$ cat src/rtl/core/nbkr_pkg.sv
// Shared types and codes for the null-bind key resolver.
// Used by every module of the block; depends on nothing else.
`default_nettype none

package nbkr_pkg;

    // Event kinds. Any other code is handled like KIND_OTHER.
    localparam logic [1:0] KIND_PRESS   = 2'd0;
    localparam logic [1:0] KIND_RELEASE = 2'd1;
    localparam logic [1:0] KIND_OTHER   = 2'd2;

    // Conflict modes
    localparam logic [2:0] MODE_LAST      = 3'd0;
    localparam logic [2:0] MODE_PRIMARY   = 3'd1;
    localparam logic [2:0] MODE_SECONDARY = 3'd2;
    localparam logic [2:0] MODE_NEUTRAL   = 3'd3;
    localparam logic [2:0] MODE_DISTANCE  = 3'd4;

    // Output actions
    localparam logic ACT_REGISTER   = 1'b0;
    localparam logic ACT_UNREGISTER = 1'b1;

    // Configuration register indexes
    localparam int CFG_IDX_W = 2;
    localparam logic [CFG_IDX_W-1:0] CFG_BEHAVIOR_MODE   = 2'd0;
    localparam logic [CFG_IDX_W-1:0] CFG_BOTTOM_OUT      = 2'd1;
    localparam logic [CFG_IDX_W-1:0] CFG_PRIMARY_POS     = 2'd2;
    localparam logic [CFG_IDX_W-1:0] CFG_SECONDARY_POS   = 2'd3;

    localparam logic [7:0] SECONDARY_POS_RESET = 8'd1;

    typedef struct packed {
        logic [2:0] behavior_mode;
        logic [7:0] bottom_level;
        logic [7:0] primary_key_position;
        logic [7:0] secondary_key_position;
    } cfg_t;

    typedef struct packed {
        logic [1:0] kind;
        logic       is_secondary;
        logic [7:0] keycode_in;
        logic [7:0] primary_distance;
        logic [7:0] secondary_distance;
    } event_t;

    typedef struct packed {
        logic       action;
        logic [7:0] key_position;
        logic [7:0] keycode_out;
        logic       last;
    } result_t;

    // Results of one event: up to two, first in r0.
    typedef struct packed {
        result_t    r0;
        result_t    r1;
        logic [1:0] count;
    } batch_t;

endpackage

`default_nettype wire

$ cat src/rtl/core/nbkr_in_stage.sv
// Input register for key events with its stream handshake.
// Depends on nbkr_pkg for the event type.
`default_nettype none

module nbkr_in_stage (
    input  wire logic            clk,
    input  wire logic            rst_n,
    input  wire logic            in_valid,
    output logic                 in_ready,
    input  wire nbkr_pkg::event_t in_event,
    input  wire logic            take,
    output logic                 ev_valid,
    output nbkr_pkg::event_t     ev
);
    import nbkr_pkg::*;

    logic   valid_reg;
    logic   valid_next;
    event_t ev_reg;

    // The register frees up in the same cycle its event is consumed.
    assign in_ready   = !valid_reg || take;
    assign valid_next = in_ready ? in_valid : valid_reg;

    always_ff @(posedge clk or negedge rst_n)
    begin
        if (!rst_n)
        begin
            valid_reg <= 1'b0;
        end
        else
        begin
            valid_reg <= valid_next;
        end
    end

    always_ff @(posedge clk)
    begin
        if (in_ready && in_valid)
        begin
            ev_reg <= in_event;
        end
    end

    assign ev_valid = valid_reg;
    assign ev       = ev_reg;

endmodule

`default_nettype wire

$ cat src/rtl/core/nbkr_resolve.sv
// Per-key state and the conflict resolution for one key pair.
// Depends on nbkr_pkg for types, modes and action codes.
`default_nettype none

module nbkr_resolve (
    input  wire logic             clk,
    input  wire logic             rst_n,
    input  wire nbkr_pkg::cfg_t   cfg,
    input  wire nbkr_pkg::event_t ev,
    input  wire logic             commit,
    output nbkr_pkg::batch_t      batch
);
    import nbkr_pkg::*;

    logic [1:0][7:0] held_keycode_reg;
    logic [1:0][7:0] held_keycode_next;
    logic [1:0]      reported_reg;
    logic [1:0]      reported_next;

    logic            idx;
    logic            oth;
    logic [1:0][7:0] hk1;
    logic [1:0]      rp1;
    logic            rel_emit;
    logic [1:0]      want;
    logic [1:0]      chg;
    logic [1:0][7:0] travel;
    logic [1:0][7:0] pos;
    logic            bottomed;
    result_t         rel_res;
    result_t         c0;
    result_t         c1;

    assign idx  = ev.is_secondary;
    assign oth  = ~ev.is_secondary;
    assign travel = {ev.secondary_distance, ev.primary_distance};
    assign pos  = {cfg.secondary_key_position, cfg.primary_key_position};
    assign bottomed = (cfg.bottom_level != 8'd0)
                   && (ev.primary_distance >= cfg.bottom_level)
                   && (ev.secondary_distance >= cfg.bottom_level);

    // Apply the event to the stored keycode; a release of a reported key
    // unregisters it first.
    always_comb
    begin
        hk1      = held_keycode_reg;
        rp1      = reported_reg;
        rel_emit = 1'b0;
        if (ev.kind == KIND_PRESS)
        begin
            hk1[idx] = ev.keycode_in;
        end
        else if (ev.kind == KIND_RELEASE)
        begin
            rel_emit = reported_reg[idx];
            rp1[idx] = 1'b0;
            hk1[idx] = 8'd0;
        end
    end

    // Decide which keys should be reported.
    always_comb
    begin
        want[0] = (hk1[0] != 8'd0);
        want[1] = (hk1[1] != 8'd0);
        if (want[0] && want[1])
        begin
            if (bottomed)
            begin
                want = 2'b11;
            end
            else if (cfg.behavior_mode == MODE_DISTANCE)
            begin
                want[idx] = (travel[idx] >= travel[oth]);
                want[oth] = (travel[idx] < travel[oth]);
            end
            else if (ev.kind == KIND_PRESS)
            begin
                // Unknown modes fall through to reporting the other key.
                want[idx] = (cfg.behavior_mode == MODE_LAST)
                         || ((cfg.behavior_mode == MODE_PRIMARY) && !idx)
                         || ((cfg.behavior_mode == MODE_SECONDARY) && idx);
                want[oth] = (cfg.behavior_mode != MODE_NEUTRAL) && !want[idx];
            end
            else
            begin
                want = rp1;
            end
        end
    end

    assign chg = want ^ rp1;

    always_comb
    begin
        rel_res.action       = ACT_UNREGISTER;
        rel_res.key_position = pos[idx];
        rel_res.keycode_out  = held_keycode_reg[idx];
        rel_res.last         = 1'b0;

        c0.action       = rp1[0] ? ACT_UNREGISTER : ACT_REGISTER;
        c0.key_position = pos[0];
        c0.keycode_out  = hk1[0];
        c0.last         = 1'b0;

        c1.action       = rp1[1] ? ACT_UNREGISTER : ACT_REGISTER;
        c1.key_position = pos[1];
        c1.keycode_out  = hk1[1];
        c1.last         = 1'b0;
    end

    // Take the first two of: release, key 0 change, key 1 change.
    always_comb
    begin
        if (rel_emit)
        begin
            batch.r0    = rel_res;
            batch.r1    = chg[0] ? c0 : c1;
            batch.count = (chg[0] || chg[1]) ? 2'd2 : 2'd1;
        end
        else if (chg[0])
        begin
            batch.r0    = c0;
            batch.r1    = c1;
            batch.count = chg[1] ? 2'd2 : 2'd1;
        end
        else
        begin
            batch.r0    = c1;
            batch.r1    = c1;
            batch.count = chg[1] ? 2'd1 : 2'd0;
        end
        batch.r0.last = (batch.count == 2'd1);
        batch.r1.last = 1'b1;
    end

    assign held_keycode_next = commit ? hk1 : held_keycode_reg;
    assign reported_next     = commit ? want : reported_reg;

    always_ff @(posedge clk or negedge rst_n)
    begin
        if (!rst_n)
        begin
            held_keycode_reg <= '0;
            reported_reg     <= '0;
        end
        else
        begin
            held_keycode_reg <= held_keycode_next;
            reported_reg     <= reported_next;
        end
    end

endmodule

`default_nettype wire

$ cat src/rtl/core/nbkr_out_buf.sv
// Two-slot result register that plays out the actions of one event.
// Depends on nbkr_pkg for the result and batch types.
`default_nettype none

module nbkr_out_buf (
    input  wire logic             clk,
    input  wire logic             rst_n,
    input  wire logic             load,
    input  wire nbkr_pkg::batch_t batch,
    output logic                  load_ok,
    output logic                  out_valid,
    input  wire logic             out_ready,
    output nbkr_pkg::result_t     out_res
);
    import nbkr_pkg::*;

    logic [1:0] cnt_reg;
    logic [1:0] cnt_next;
    result_t    head_reg;
    result_t    tail_reg;
    logic       pop;

    assign out_valid = (cnt_reg != 2'd0);
    assign pop       = out_valid && out_ready;
    // A new batch fits once the slots are empty after this cycle's transfer.
    assign load_ok   = (cnt_reg == 2'd0) || ((cnt_reg == 2'd1) && out_ready);

    always_comb
    begin
        if (load)
        begin
            cnt_next = batch.count;
        end
        else if (pop)
        begin
            cnt_next = cnt_reg - 2'd1;
        end
        else
        begin
            cnt_next = cnt_reg;
        end
    end

    always_ff @(posedge clk or negedge rst_n)
    begin
        if (!rst_n)
        begin
            cnt_reg <= 2'd0;
        end
        else
        begin
            cnt_reg <= cnt_next;
        end
    end

    always_ff @(posedge clk)
    begin
        if (load)
        begin
            head_reg <= batch.r0;
            tail_reg <= batch.r1;
        end
        else if (pop)
        begin
            head_reg <= tail_reg;
        end
    end

    assign out_res = head_reg;

endmodule

`default_nettype wire

$ cat src/rtl/core/null_bind_key_resolver.sv
// Top level of the null-bind (SOCD) resolver for one key pair.
// Depends on nbkr_pkg, nbkr_in_stage, nbkr_resolve and nbkr_out_buf.
//
//  channel  | direction | payload
//  ---------+-----------+-----------------------------------------------
//  s_axis   | in        | key event: kind, key select, keycode, distances
//  m_axis   | out       | action: register/unregister, position, keycode
//  cfg      | in        | write-only: mode, bottom-out, key positions
//
// An event is registered on transfer and resolved once the output slots
// can take it, which loads its zero to two actions into the output slots;
// the first action is offered from the slot register. The output slots
// send one action per cycle while m_axis_tready is high, and load the next
// event's actions as the last action of the current one transfers.
// Reset clears the held keycodes and the reported flags and returns the
// configuration to its defaults.
// A stall on m_axis holds the current action and backs up into s_axis.
`default_nettype none

module null_bind_key_resolver (
    input  wire logic                          clk,
    input  wire logic                          rst_n,
    input  wire logic                          s_axis_tvalid,
    output logic                               s_axis_tready,
    // [7:0] keycode_in, [15:8] primary_distance, [23:16] secondary_distance
    input  wire logic [23:0]                   s_axis_tdata,
    // [1:0] kind, [2] is_secondary
    input  wire logic [2:0]                    s_axis_tuser,
    output logic                               m_axis_tvalid,
    input  wire logic                          m_axis_tready,
    // [7:0] key_position, [15:8] keycode_out
    output logic [15:0]                        m_axis_tdata,
    // [0] action
    output logic [0:0]                         m_axis_tuser,
    output logic                               m_axis_tlast,
    input  wire logic                          cfg_wr_en,
    input  wire logic [nbkr_pkg::CFG_IDX_W-1:0] cfg_index,
    input  wire logic [7:0]                    cfg_wdata
);
    import nbkr_pkg::*;

    cfg_t    cfg_reg;
    cfg_t    cfg_next;
    event_t  in_event;
    event_t  ev;
    logic    ev_valid;
    logic    load_ok;
    logic    proc;
    batch_t  batch;
    result_t out_res;

    always_comb
    begin
        cfg_next = cfg_reg;
        if (cfg_wr_en)
        begin
            case (cfg_index)
                CFG_BEHAVIOR_MODE: cfg_next.behavior_mode          = cfg_wdata[2:0];
                CFG_BOTTOM_OUT:    cfg_next.bottom_level           = cfg_wdata;
                CFG_PRIMARY_POS:   cfg_next.primary_key_position   = cfg_wdata;
                CFG_SECONDARY_POS: cfg_next.secondary_key_position = cfg_wdata;
                default:           cfg_next = cfg_reg;
            endcase
        end
    end

    always_ff @(posedge clk or negedge rst_n)
    begin
        if (!rst_n)
        begin
            cfg_reg.behavior_mode          <= MODE_LAST;
            cfg_reg.bottom_level           <= 8'd0;
            cfg_reg.primary_key_position   <= 8'd0;
            cfg_reg.secondary_key_position <= SECONDARY_POS_RESET;
        end
        else
        begin
            cfg_reg <= cfg_next;
        end
    end

    assign in_event.kind               = s_axis_tuser[1:0];
    assign in_event.is_secondary       = s_axis_tuser[2];
    assign in_event.keycode_in         = s_axis_tdata[7:0];
    assign in_event.primary_distance   = s_axis_tdata[15:8];
    assign in_event.secondary_distance = s_axis_tdata[23:16];

    assign proc = ev_valid && load_ok;

    nbkr_in_stage u_in_stage (
        .clk      (clk),
        .rst_n    (rst_n),
        .in_valid (s_axis_tvalid),
        .in_ready (s_axis_tready),
        .in_event (in_event),
        .take     (proc),
        .ev_valid (ev_valid),
        .ev       (ev)
    );

    nbkr_resolve u_resolve (
        .clk    (clk),
        .rst_n  (rst_n),
        .cfg    (cfg_reg),
        .ev     (ev),
        .commit (proc),
        .batch  (batch)
    );

    nbkr_out_buf u_out_buf (
        .clk       (clk),
        .rst_n     (rst_n),
        .load      (proc),
        .batch     (batch),
        .load_ok   (load_ok),
        .out_valid (m_axis_tvalid),
        .out_ready (m_axis_tready),
        .out_res   (out_res)
    );

    assign m_axis_tdata = {out_res.keycode_out, out_res.key_position};
    assign m_axis_tuser = out_res.action;
    assign m_axis_tlast = out_res.last;

endmodule

`default_nettype wire
$ cat config.mk
export PLATFORM = sky130hd
export DESIGN_NAME = null_bind_key_resolver
export DESIGN_NICKNAME = d
export VERILOG_FILES = /design/src/rtl/core/nbkr_pkg.sv /design/src/rtl/core/nbkr_in_stage.sv /design/src/rtl/core/nbkr_resolve.sv /design/src/rtl/core/nbkr_out_buf.sv /design/src/rtl/core/null_bind_key_resolver.sv
export SDC_FILE = /design/constraint.sdc
export NUM_CORES = 1
export LEC_CHECK = 0
export BUFFER_PORTS_ARGS = -buffer_cell sky130_fd_sc_hd__buf_2
export CORE_ASPECT_RATIO = 0.6
export CORE_MARGIN = 2
export CORE_UTILIZATION = 30
export DETAILED_ROUTE_END_ITERATION = 8
export GPL_TIMING_DRIVEN = 0
export RECOVER_POWER = 25
export SLEW_MARGIN = 20
export SYNTH_ARGS = -nofsm -noshare
export SYNTH_HDL_FRONTEND = slang
export SYNTH_SLANG_ARGS = --single-unit
$ cat constraint.sdc
create_clock -name clk -period 4.4 [get_ports clk]
set_input_delay 0.44 -clock clk [delete_from_list [all_inputs] [get_ports clk]]
set_output_delay 0.44 -clock clk [all_outputs]
set_load 0.01 [all_outputs]
==> run metrics <==
r2r startpoint=u_in_stage.ev[24]; final worst slack=0.187 ns; largest family of logic cells by synthesized area=multiplexers; Worst Reg-to-Reg Cells=17; first-pass GRT wire length=roughly 23000 µm; placed cell areas=6570 µm²; multiplexer share of the synthesized area=17.9%; CP startpoint=u_in_stage.ev[24]; DRT iter0 DRCs=roughly 450; CTS Sinks=110; Final Skew=slightly below 0.008 ns; final antenna-violating net count=0; RR Endpoint=u_out_buf.out_res[0]; R2R setup slack=roughly 0.19 ns; Synth Area per Inst=roughly 12 µm²; H-Tree Level Count=3; Pleak=between 2 and 3 nW; Hold Vio Cnt, Final=0; Overflow after GRT=0; CTS buffer count=9; Final Util=between 30 and 40%; status=complete, but fails checks; Overall Global Routing Usage=approximately 15%; hpwl dp=11300 µm; Root Driver=clkbuf_16; failing checks=max-capacitance violations, max-slew violations; VDD IR max=0.000262 V; mapped cell area=~5900 µm²; antenna violations before repair=0; RSZ-0062 raised after global routing=false; PwrDens=slightly above 700 nW/µm²; crit-path cells=buf_12 > buf_6 > buf_8 > mux2_2 > ha_1 > a21oi_2 > o21ai_2 > a32oi_2 > o41ai_4 > or3_4 > nand3_2 > buf_8 > inv_1 > ha_1 > nand2_1 > a21oi_1 > or3_1; synthesis-to-layout area growth=18.1%; CP max stage cell=edfxtp_1; Setup CP Type=flop to flop; setup TNS=0 ns; Compound-Gate Fraction of Synth Area=11.0%; Via Count=around 4100; hold_buf cts=0; Post-synth ARST share=between 40% and 50%; fmax=approximately 240 MHz; Critical Path End=u_out_buf.out_res[0]; HP Start=s_axis_tuser[0]; CP Launch Type=flop; Yosys top cell by area=edfxtp_1; vias per cell=5.00; final setup vio count=0; Slew headroom=-74.2%; Hold WC Path Type=input pin to flop; Yosys cell types=64; maxcap violations=1; post-synthesis xor/xnor area fraction=0.148%; Post-Syn Instances=487; crit-path max cell delay=0.45 ns; port bufs=a little over 60; yosys warns=0; layout cells sized above 1=between 20 and 30%; Post-Synth Adder-Cell Area=about 5.7%; TritonCTS clock tree=yes; CP arrival=4.31 ns; Die Span X=around 190 µm; final slew viol count=around 50; clock transition at the registers of the reported paths=around 0.08 ns; die footprint=between 20000 and 25000 µm²; core area=19200 µm²; GP Congestion=~0.93; IO Pins=62; Yosys top cell area share=a little under a third; Worst-Margin Slew=2.61 ns; largest net degree at the start of global routing=49; part of the cycle the worst path needs=between 90% and 100%; WL/cell=roughly 18 µm; Worst Path Required=~4.5 ns; Place WS=-0.992 ns; Clk Latency, worst-skew pair=roughly 0.35 ns; EDFF count, synth=between 60 and 70; Min Hold Slack=roughly 0.25 ns; final net count=roughly 630; register area share after synthesis=roughly half; die height=about 110 µm; final WL=between 15000 and 20000 µm; Post-synth top flop=edfxtp_1; final instance area=~7000 µm²; Pre-Repair DR Iteration Count=5; most numerous cell in the Yosys netlist=edfxtp_1; vias in the first global route=slightly above 4000; Clock Path Buffers=2; Commonest cells post-synth=edfxtp_1, nand2_1, dfrtp_1, mux2_2, mux2i_1; antenna cells=0; Syn Nets=approximately 560; Synth area leaders=edfxtp_1, dfrtp_1, mux2_2; DRC=0; crit-path max FO=19; Seq cells post-synth=110; # rows=39; simple-gate share of the synthesized area=between 10% and 20%; min Tclk post-route=4.21 ns; Initial Utilization=between 30% and 40%; CP endpoint kind=flop
==> cell usage in the layout, fill, tap and decap left out, types with 4 or more instances in the layout <==
cell       instances
dfrtp_1           47
and2_1             5
o221ai_1          17
inv_1             21
o21ai_0           31
clkbuf_16         11
nand2b_1           7
buf_6              4
or4b_2             4
buf_2             62
o2111ai_1          4
o21a_1             6
edfxtp_1          62
mux2_1             9
nand2_1           53
nor2_1             4
mux2_2            47
a21oi_1            9
nor2b_1            9
nor3b_1            4
nand3_1            4
ha_1              26
mux2i_1           43
clkbuf_1          10
==> cell families after synthesis <==
group | after synthesis
and+or+nand+nor | 115
DFF | 110
muxes | 99
AOI/OAI and AO/OA | 93
buffers and inverters | 42
adders and majority gates | 27
xor gates and xnor gates | 1
==> timing repair <==
item | in CTS | in global routing
gates resized for setup | 11 | 15
buffers inserted | 0 | 0
cloned | 0 | 0
pin swaps | 0 | 2
setup endpoints to repair | 36 | 1
==> area by class of cell <==
cell class / instances / area, µm²
Clock buffer: 11 / 275
Buffer: 20 / 158
Inverter: 21 / 78.8
Fill cell: 1864 / 12200
Multi-Input combinational cell: 335 / 2730
Clock inverter: 5 / 58.8
Timing Repair Buffer: 61 / 304
Sequential cell: 110 / 3060
Tap cell: 266 / 333
==> per-layer routing <==
layer  up-vias  part of all wire [%]  global-route usage, %  wire length, µm
li1       1982                     -                      -                -
met2       148                    39                   19.3             5940
met1      2007                    52                   23.8             7800
met4         0                  0.72                   2.86              109
met3        11                   8.3                   4.35             1250
met5         -                     0                      0                0
==> worst min-delay path by stage <==
| stage | cells after the start | end | slack [ns] |
|---|---|---|---|
| 6_report | 1 | u_in_stage.ev[25] | 0.25 |
| 3_3_place_gp | 2 | u_resolve.held_keycode_reg[15] | 0.49 |
| 4_1_cts | 1 | u_in_stage.ev[25] | 0.24 |
| 5_1_grt | 1 | u_in_stage.ev[24] | 0.24 |
| 2_1_floorplan | 0 | cfg_reg[10] | 0.14 |
| 3_5_place_dp | 2 | u_resolve.held_keycode_reg[4] | 0.51 |
==> critical path, delay by kind of cell, from the launching register on <==
family                   cells  cell delay (ns)
AO/OA/AOI/OAI                5             0.75
adder cells (fa/ha/maj)      2             0.62
buffers and inverters        5             0.71
flip-flops                   1             0.45
multiplexers                 1             0.36
AND/OR/NAND/NOR              4             1.04
==> through the flow <==
step	power, mW	std cells
3_3_place_gp	3.91	814
5_1_grt	5.29	829
3_5_place_dp	3.98	814
4_1_cts	4.88	829
2_1_floorplan	3.27	487
6_report	4.97	829
==> power by group <==
| part | internal [mW] | switching (mW) |
|---|---|---|
| sequential | 1.56 | 0.205 |
| clock | 0.469 | 0.412 |
| combinational | 0.931 | 1.39 |
No activity file was read; power rests on OpenSTA's default activity.
